$ cat config.mk
export PLATFORM = sky130hd
export DESIGN_NAME = spdc_ram
export DESIGN_NICKNAME = d
export VERILOG_FILES = /design/src/rtl/spdc_ram.sv
export SDC_FILE = /design/constraint.sdc
export NUM_CORES = 1
export LEC_CHECK = 0
export ABC_AREA = 1
export BUFFER_PORTS_ARGS = -buffer_cell sky130_fd_sc_hd__buf_2
export CORE_AREA = 2 2 48 50
export CTS_BUF_LIST = sky130_fd_sc_hd__clkbuf_8
export DETAILED_ROUTE_END_ITERATION = 8
export DIE_AREA = 0 0 50 52
export SYNTH_ARGS = -nofsm -noshare
export SYNTH_HDL_FRONTEND = slang
export SYNTH_SLANG_ARGS = --single-unit
export TNS_END_PERCENT = 20
$ cat constraint.sdc
create_clock -name clk -period 0.8 [get_ports clk]
set_input_delay 0.08 -clock clk [delete_from_list [all_inputs] [get_ports clk]]
set_output_delay 0.08 -clock clk [all_outputs]
set_load 0.01 [all_outputs]
$ cat src/rtl/spdc_ram.sv
// Generic single-port RAM with registered read.
// No dependencies.
module spdc_ram #(
    parameter int WIDTH = 1,
    parameter int DEPTH = 16
) (
    input  logic                     clk,
    input  logic                     we,
    input  logic [$clog2(DEPTH)-1:0] addr,
    input  logic [WIDTH-1:0]         wdata,
    output logic [WIDTH-1:0]         rdata
);
    logic [WIDTH-1:0] mem [DEPTH];

    // Write or read one entry each cycle
    always_ff @(posedge clk)
    begin
        if (we)
        begin
            mem[addr] <= wdata;
        end
        rdata <= mem[addr];
    end
endmodule

# Yosys cells after proc, flatten, opt, wreduce, memory -nomap -nowiden
# Memory sizes are Yosys's and may differ from the RTL's. A register that Yosys moved wholly into a read port is not among the register bits.
# Cells that the tools add are included.
[classes] muxes=2
[ops] operator="1-bit 2-to-1 mux" count=2
[word_totals] n_memories=1 inputBits=7 mem_bits_rw=16 output_inout_bits=1 ff_bits=0
[mem_list] memory="mem" depth=16 width=1 rd=1 rd_clocked_by_memory_dff=1 write_ports=1 line_no="13" rtl="logic [WIDTH-1:0] mem [DEPTH];"

# Longest topological paths before layout
# Gate-level depths: netlist (run 1).
[depth] depth_word=2 depth_mapped=9 depth_no_buf=9

# Worst setup path before layout (run 1)
# Ideal clock, no wire load.
[synth_timing] kind="reg2reg" startpoint="memory mem[15]" endpoint="register rdata, read port of mem" n_path_buf=0 synth_period_minus_slack_ns=0.804 arrival_ns=0.692 path_slack_ns=-0.004 stages_incl_launch_ff=9 t_required_ns=0.689 cell_sequence="edfxtp_1 -> nand2_1 -> nand2_1 -> nand2_1 -> nand2_1 -> nand2_1 -> nand2_1 -> inv_1 -> nand2_1"
[synth_rtl] element="from (decl)" line_no="13"
[synth_rtl] element="to (decl)" line_no="11" rtl="output logic [WIDTH-1:0] rdata"

==> run metrics, run 1 <==
status=complete, but fails checks; failing checks=negative setup slack; Net Sw Power=406.7 uW; initial antenna violation count=0; Clock Path Buffers=2; Leak Pwr=0.4483 nW; mean area per synthesized cell=8.482 sq um; post-route ant nets=0; post-synthesis instance total=95; Worst Path Arrival=1.05 ns; combinational power share=10.3%; IO Port Bufs=7; final-report setup violation count=1; CTS buffer count=3; Synth Register Bits=17; area share of and/or/nand/nor cells after synthesis=31.83%; Synth area leaders=edfxtp_1, nand2_1, nor2_1, inv_1, dfxtp_1; Setup CP Type=flip-flop to flip-flop; Fin. Hold Viols=0; Slew HR=83.14%; Yosys cell types=8; Max FO, Critical Path=1; mux share of post-synthesis cell area=0%; Routed WL=1624 microns; CP Launch Type=flip-flop; Clock Sinks=17; adder-cell share of the synthesized area=0%; area delta synth->final=20.34%; Synth top area share=59.63%; worst hold slack=0.2119 ns; core area=2106 sq um; final std cells w/o fill=141; Net Sw Frac=22.42%; maxcap violations=0; nets=121; TritonCTS clock tree=done; RSZ-0062 raised after global routing=true; clock-pin slew on the worst setup and hold paths=0.06 ns; post-layout util=46.05%; period utilisation layout=112.4%; post-layout min period=0.8991 ns; Post-Route Setup TNS=-0.09910 ns; VDD IR max=0.0009900 V; Syn Nets=102; CTS Root Cell=clkbuf_8; # diodes=0; gpl congestion=0.8597; power share of the sequential group=55.2%; die height=52 microns; WP data required=0.95 ns; CTS H-tree depth=1; DRT iter0 DRCs=16; share of cells above drive strength 1=16.81%; DR vias/cell=4.645; PwrDens=1871 nW/um^2; drc violations=0; FMAX=1112 MHz; Post-Route Skew=0.001659 ns; largest area contributor in the netlist=edfxtp_1; critical path endpoint category=flip-flop; total power=1.814 mW; IO Count=8; All-Layer GR Usage=14.69%; synth warn=0; internal power=1.407 mW; hold_buf cts=0; largest net degree at the start of global routing=17; slew of the pin with the lowest slew margin=0.2529 ns; num rows=17; Post-Synth XOR/XNOR Area=0%; Synth Area in Compound Gates=0%; die width=50 microns; first-pass GRT wire length=2725 microns; clk_lat worst skew=0.25 ns; Clock Power Share=34.5%; largest family of logic cells by synthesized area=simple AND/OR/NAND/NOR gates; max-slew violation count=0; post_cts resized=0; DPL Wire Length=1253 microns; placed cells=137; cell area after synthesis=805.8 sq um; Wirelength per Cell=11.52 microns; grt ovf=0; final worst slack=-0.09910 ns; vias=655; vias in the first global route=614; Hold Path Class=primary input to flip-flop; register area share after synthesis=62.11%; die area=2600 sq um; Initial Util=38.27%; Initial DRT Pass Iterations=4
[critical path, stage by stage, from the launching register on]
cell      delay, ns
edfxtp_1       0.37
nand2_1        0.09
nand2_1        0.05
nand2_1        0.05
nand2_1        0.05
nand2_1        0.05
nand2_1        0.05
inv_1          0.04
nand2_1        0.04
[repair_timing]
action / CTS / global route
pin swaps: 2 / 0
setup endpoints to repair: 1 / 1
buffers inserted: 0 / 0
[layout make-up]
type | count | area (sq um)
clock inverter | 1 | 3.754
sequential | 17 | 500.5
tap | 28 | 35.03
clock buffer | 3 | 41.29
timing repair buffer | 15 | 95.09
multi-input combinational | 67 | 256.5
inverter | 10 | 37.54
fill | 208 | 1136
[flip-flops by register name (all words and copies together) (netlist names)]
name and flops:
rdata 1, mem 16
[cells in the mapped netlist]
cell type  number
edfxtp_1       16
nor2_1         19
dfxtp_1         1
inv_2           1
nand3_1         4
nand2_1        44
buf_6           1
inv_1           9
[metrics by stage]
stage	setup WS [ns]	area, sq um
2_1_floorplan	0.0006413	805.8
3_3_place_gp	-0.1299	924.6
3_5_place_dp	-0.1381	924.6
4_1_cts	-0.1293	969.7
5_1_grt	-0.2114	969.7
6_report	-0.09910	969.7
[power by group through the flow]
stage               sequential [mW]  clock (mW)  combinational (mW)
floorplan                      1.02           0              0.0934
global placement               1.02           0               0.184
detailed placement             1.02           0               0.186
CTS                            1.00       0.632               0.186
global route                   1.00       0.680               0.212
finish                         1.00       0.626               0.186
[cells by family after synthesis]
group / after synthesis
DFF: 17
buffers and inverters: 11
and+or+nand+nor: 67
[worst paths after layout]
check / start / endpoint / slack, ns / cells after the start
max: mem[12]$_DFFE_PP_ / rdata$_DFF_P_ / -0.1 / 8
min: wdata / mem[12]$_DFFE_PP_ / 0.21 / 1
max reg2reg: mem[12]$_DFFE_PP_ / rdata$_DFF_P_ / -0.1 / 8
min reg2reg: mem[5]$_DFFE_PP_ / rdata$_DFF_P_ / 0.70 / 8
[layout by cell type (no fill, tap or decap)]
master    synthesis  final
buf_2             0      7
buf_4             0      8
clkbuf_8          0      3
dfxtp_1           1      1
edfxtp_1         16     16
inv_1             9     10
inv_2             1      1
nand2_1          44     44
nand3_1           4      4
nor2_1           19     19
[per-layer routing]
metal	share of wire, %	vias to the layer above	GRT usage [%]
li1	-	330	-
met1	47	301	17.80
met2	45	19	23.46
met3	5.8	5	4.023
met4	2.1	0	8.333
met5	0	-	0
Note: power is estimated with default switching activity, not from simulation.
==> run 2: changes to the inputs <==
==> constraint.sdc (replaced) <==
create_clock -name clk -period 1.1 [get_ports clk]
set_input_delay 0.165 -clock clk [delete_from_list [all_inputs] [get_ports clk]]
set_output_delay 0.165 -clock clk [all_outputs]
set_load 0.01 [all_outputs]
==> run 2 against run 1 <==
Compared with the run above: the flow now finishes without violations; via count is 5.5% lower; global-route usage down 1.1 points; setup slack better by 0.30 ns; final area down 3.7%; core utilization decreased by 1.7 points.
==> run metrics, run 2 (synthesized netlist as in run 1, its figures left out) <==
first-pass GRT wire length=2546 microns (-6.6%); nets=116 (-4.1%); drc violations=0 (unchanged); Worst Path Arrival=1.05 ns (about the same); worst hold slack=0.2880 ns (+0.07608 ns); clk_lat worst skew=0.25 ns (about the same); CP most frequent cell=nand2_1; largest net degree at the start of global routing=17 (unchanged); Leak Pwr=0.4222 nW (-5.8%); initial antenna violation count=0 (unchanged); largest registers=mem (16), rdata (1); register-to-register setup slack=0.20 ns (+0.30 ns); Slew HR=84.07% (+0.93 points); share of cells above drive strength 1=13.89% (-2.9 points); Initial DRT Pass Iterations=4 (unchanged); Clock Sinks=17 (unchanged); All-Layer GR Usage=13.57% (-1.1 points); leading cell type in the layout, fill and taps excluded=nand2_1; # diodes=0 (unchanged); gpl congestion=0.8375 (-2.6%); Post-Route Setup TNS=0 ns (+0.09910 ns); max-slew violation count=0 (unchanged); CTS buffer count=3 (unchanged); largest register by flop count=mem; WP data required=1.24 ns (+0.29 ns); RSZ-0062 raised after global routing=false; setup bufs post-CTS=0 (unchanged); Hold Path Class=primary input to flip-flop; Post-Route Skew=0.006491 ns (+0.004832 ns); die area=2600 sq um (unchanged); FMAX=1106 MHz (-0.55%); IO Count=8 (unchanged); Fin. Hold Viols=0 (unchanged); maxcap violations=0 (unchanged); IO Port Bufs=7 (unchanged); Max FO, Critical Path=1 (unchanged); DPL Wire Length=1085 microns (-13%); Wirelength per Cell=10.96 microns (-4.8%); CTS H-tree depth=1 (unchanged); PwrDens=1399 nW/um^2 (-25%); Filler cells=212 (+1.9%); clock-pin slew on the worst setup and hold paths=0.07 ns (about the same); Clock Path Buffers=2 (unchanged); die width=50 microns (unchanged); max FFs per register=16 (unchanged); die height=52 microns (unchanged); CTS Root Cell=clkbuf_8; Setup CP Type=flip-flop to flip-flop; DR vias/cell=4.551 (-2.0%); Routed WL=1491 microns (-8.2%); CP Launch Type=flip-flop; vias=619 (-5.5%); post-layout min period=0.9040 ns (+0.004937 ns); Initial Util=38.27% (unchanged); grt ovf=0 (unchanged); post-route ant nets=0 (unchanged); Worst path max stage delay=0.38 ns (about the same); hold_buf cts=0 (unchanged); TritonCTS clock tree=done; final-report setup violation count=0 (-1); status=completed; VDD IR max=0.0008174 V (-17%); period utilisation layout=82.19% (-30 points); num rows=17 (unchanged); post_cts resized=0 (unchanged); crit-path cells=nand2_1 > nand2_1 > nand2_1 > nand2_1 > nand2_1 > nand2_1 > inv_1 > nand2_1; core area=2106 sq um (unchanged); placed cells=132 (-3.6%); final std cells w/o fill=136 (-3.5%); slew of the pin with the lowest slew margin=0.2390 ns (-0.01392 ns); most frequent cells in the layout=nand2_1, nor2_1, edfxtp_1; post-layout util=44.33% (-1.7 points); DRT iter0 DRCs=23 (+7); Worst path slowest cell=edfxtp_1; area delta synth->final=15.84%; total power=1.305 mW (-28%); vias in the first global route=584 (-4.9%); critical path endpoint category=flip-flop
-- run 2: changes by cell type in the layout (fill, tap and decap cells not counted) --
| cell | delta |
|---|---|
| buf_4 | -5 |
| clkinv_2 | +1 |
| inv_1 | -1 |
-- run 2: metal layers --
metal / vias to the layer above / wire (microns) / share of wire, % / global-route usage [%]
met5: - / 0 / 0 / 0
met4: 0 / 38 / 2.5 / 6.944
met3: 5 / 98 / 6.6 / 2.586
met2: 21 / 647 / 43 / 18.64
met1: 273 / 706 / 47 / 20.04
li1: 320 / - / - / -
-- run 2: area by class of cell --
| type | count | area, sq um | area share, % |
|---|---|---|---|
| Sequential cell | 17 | 500.5 | 53.62 |
| Timing Repair Buffer | 10 | 57.56 | 6.166 |
| Clock inverter | 1 | 5.005 | 0.5362 |
| Multi-Input combinational cell | 67 | 256.5 | 27.48 |
| Inverter | 10 | 37.54 | 4.021 |
| Tap cell | 28 | 35.03 | 3.753 |
| Clock buffer | 3 | 41.29 | 4.424 |
-- run 2: worst max-delay path: cells and delay by family (launching register included) --
family	cells	cell delay, ns
flops	1	0.38
buf+inv	1	0.05
simple gates	7	0.37
-- run 2: final timing paths --
kind / from / end / cells after the start
setup / recovery: mem[2]$_DFFE_PP_ / rdata$_DFF_P_ / 8
hold / removal: wdata / mem[12]$_DFFE_PP_ / 1
setup reg to reg: mem[2]$_DFFE_PP_ / rdata$_DFF_P_ / 8
hold reg to reg: mem[15]$_DFFE_PP_ / rdata$_DFF_P_ / 8
-- run 2: power by group --
group	internal, mW	switching (mW)
Sequential	0.724	0.00407
Combinational	0.0406	0.0793
Clock	0.251	0.207
Total	1.02	0.290
-- run 2: stage by stage --
stage               setup WS, ns  area [sq um]
finish                    0.1960         933.4
floorplan                 0.2830         805.8
global placement         0.01635         887.1
global route             0.09488         933.4
detailed placement       0.04269         887.1
CTS                       0.1877         933.4
==> run 3: changes to the inputs <==
==> constraint.sdc (replaced) <==
create_clock -name clk -period 0.9 [get_ports clk]
set_input_delay 0.135 -clock clk [delete_from_list [all_inputs] [get_ports clk]]
set_output_delay 0.135 -clock clk [all_outputs]
set_load 0.01 [all_outputs]
==> run 3 against run 2 <==
Compared with the run above: the run now ends with negative setup slack left; worst hold slack got worse by 0.025 ns; maximum frequency is essentially flat; clock skew shrank 0.0029 ns; global-route usage rose by 0.10 points; first-iteration DRC count up 26%; clock-buffer cell count unchanged; power grew 23%; sequential cell count unchanged; register-to-register slack worse by 0.20 ns.
==> run metrics, run 3 (synthesized netlist as in run 1, its figures left out) <==
DR top layer=met4; critical path endpoint category=flip-flop; Clock Sinks=17 (unchanged); All-Layer GR Usage=13.68% (+0.10 points); Slew HR=83.89% (-0.17 points); post-route ant nets=0 (unchanged); Post-Route M1 WL=775 microns (+9.8%); Fin. Hold Viols=0 (unchanged); RSZ-0062 raised after global routing=true; Routed WL=1528 microns (+2.5%); setup bufs post-CTS=0 (unchanged); initial antenna violation count=0 (unchanged); first-pass GRT wire length=2615 microns (+2.7%); DPL Wire Length=1173 microns (+8.1%); drc violations=0 (unchanged); final std cells w/o fill=139 (+2.2%); grt ovf=0 (unchanged); power share of the sequential group=55.5% (-0.3 points); Clock Power Share=34.7% (-0.4 points); max FFs per register=16 (unchanged); Hold Path Class=primary input to flip-flop; Initial DRT Pass Iterations=4 (unchanged); Net Sw Power=354.3 uW (+22%); DRT iter0 DRCs=29 (+26%); share of cells above drive strength 1=16.22% (+2.3 points); die area=2600 sq um (unchanged); clock-pin slew on the worst setup and hold paths=0.06 ns (about the same); failing checks=negative setup slack; Wirelength per Cell=10.99 microns (+0.27%); nets=119 (+2.6%); leading cell type in the layout, fill and taps excluded=nand2_1; Leak Pwr=0.4373 nW (+3.6%); combinational power share=9.8% (+0.6 points); largest net degree at the start of global routing=17 (unchanged); CTS H-tree depth=1 (unchanged); internal power=1.249 mW (+23%); Post-DP Area=909.6 sq um (+2.5%); die height=52 microns (unchanged); Hold Path Sink=mem[12]$_DFFE_PP_; hold depth=1 (unchanged); VDD IR max=0.0007960 V (-2.6%); design area=955.9 sq um (+2.4%); Worst R2R Path Depth=8 (unchanged); most frequent cells in the layout=nand2_1, nor2_1, edfxtp_1; register-to-register setup slack=-0.005 ns (-0.20 ns); Max FO, Critical Path=1 (unchanged); CTS buffer count=3 (unchanged); Clock Path Buffers=2 (unchanged); max-slew violation count=0 (unchanged); TritonCTS clock tree=done; PwrDens=1678 nW/um^2 (+20%); vias=632 (+2.1%); FMAX=1105 MHz (about the same); dpl ws=-0.1195 ns (-0.1622 ns); largest registers=mem (16), rdata (1); die width=50 microns (unchanged); gpl congestion=0.7942 (-5.2%); Post-Route Setup TNS=-0.004720 ns (-0.004720 ns); final-report setup violation count=1 (+1); vias in the first global route=586 (+0.34%); status=complete, but fails checks; num rows=17 (unchanged); maxcap violations=0 (unchanged); post-layout min period=0.9047 ns (+0.0006839 ns); IO Count=8 (unchanged); CTS Root Cell=clkbuf_8; met3 WL=57 microns (-42%); reg2reg end=rdata$_DFF_P_; IO Port Bufs=7 (unchanged); WP data required=1.05 ns (-0.19 ns); final worst slack=-0.004720 ns (-0.2007 ns); core area=2106 sq um (unchanged); clk_lat worst skew=0.25 ns (about the same); worst r2r src=mem[8]$_DFFE_PP_; period utilisation layout=100.5% (+18 points); post-layout util=45.40% (+1.1 points); Net Sw Frac=22.09% (-0.12 points); worst hold slack=0.2629 ns (-0.02507 ns); critical hold path startpoint=wdata; hold_buf cts=0 (unchanged); area delta synth->final=18.63%; Setup CP Type=flip-flop to flip-flop; DR vias/cell=4.547 (-0.10%); # diodes=0 (unchanged); largest register by flop count=mem; Filler cells=211 (-0.47%); slew of the pin with the lowest slew margin=0.2416 ns (+0.002592 ns); Initial Util=38.27% (unchanged); placed cells=135 (+2.3%); CP Launch Type=flip-flop; total power=1.604 mW (+23%); Post-Route Skew=0.003586 ns (-0.002905 ns); WL met2=677 microns (+4.6%); Worst Path Arrival=1.05 ns (about the same)
run 3: changes by cell type in the layout (fill, tap and decap cells not counted):
cell,delta
buf_4,+3
run 3: how the worst max path moves through the flow:
stage | startpoint | to | slack (ns) | depth (start not counted)
finish | mem[8]$_DFFE_PP_ | rdata$_DFF_P_ | -0.005 | 8
global route | mem[8]$_DFFE_PP_ | rdata$_DFF_P_ | -0.11 | 8
CTS | mem[11]$_DFFE_PP_ | rdata$_DFF_P_ | 0.003 | 8
detailed placement | addr[0] | mem[0]$_DFFE_PP_ | -0.12 | 4
global placement | addr[0] | mem[6]$_DFFE_PP_ | -0.09 | 4
floorplan | mem[15]$_DFFE_PP_ | rdata$_DFF_P_ | 0.1 | 8
run 3: layer usage:
layer  vias to the layer above  GRT usage (%)
li1                        327              -
met1                       286          19.29
met2                        16          20.61
met3                         3          2.586
met4                         0          5.556
met5                         -              0
run 3: area by class of cell:
cell class / count / area [sq um] / area share (%)
Multi-Input combinational cell: 67 / 256.5 / 26.83
Clock inverter: 1 / 5.005 / 0.5236
Tap cell: 28 / 35.03 / 3.665
Inverter: 10 / 37.54 / 3.927
Timing Repair Buffer: 13 / 80.08 / 8.377
Clock buffer: 3 / 41.29 / 4.319
Sequential cell: 17 / 500.5 / 52.36
run 3: repair_timing:
| item | CTS | global route |
|---|---|---|
| endpoints found under the setup margin | 1 | 1 |
| pin swaps | 1 | 1 |
| resized for setup | 0 | 0 |
run 3: power by group through the flow:
stage | combinational, mW | clock [mW] | sequential, mW
after global routing | 0.181 | 0.611 | 0.891
after floorplan | 0.0829 | 0 | 0.909
final | 0.158 | 0.556 | 0.890
after global placement | 0.159 | 0 | 0.906
after detailed placement | 0.158 | 0 | 0.907
after CTS | 0.159 | 0.571 | 0.890
run 3: worst max-delay path, cell delays in order, from the launching register on:
cell      delay (ns)
edfxtp_1        0.38
nand2_1         0.10
nand2_1         0.05
nand2_1         0.05
nand2_1         0.05
nand2_1         0.05
nand2_1         0.04
inv_1           0.04
nand2_1         0.04
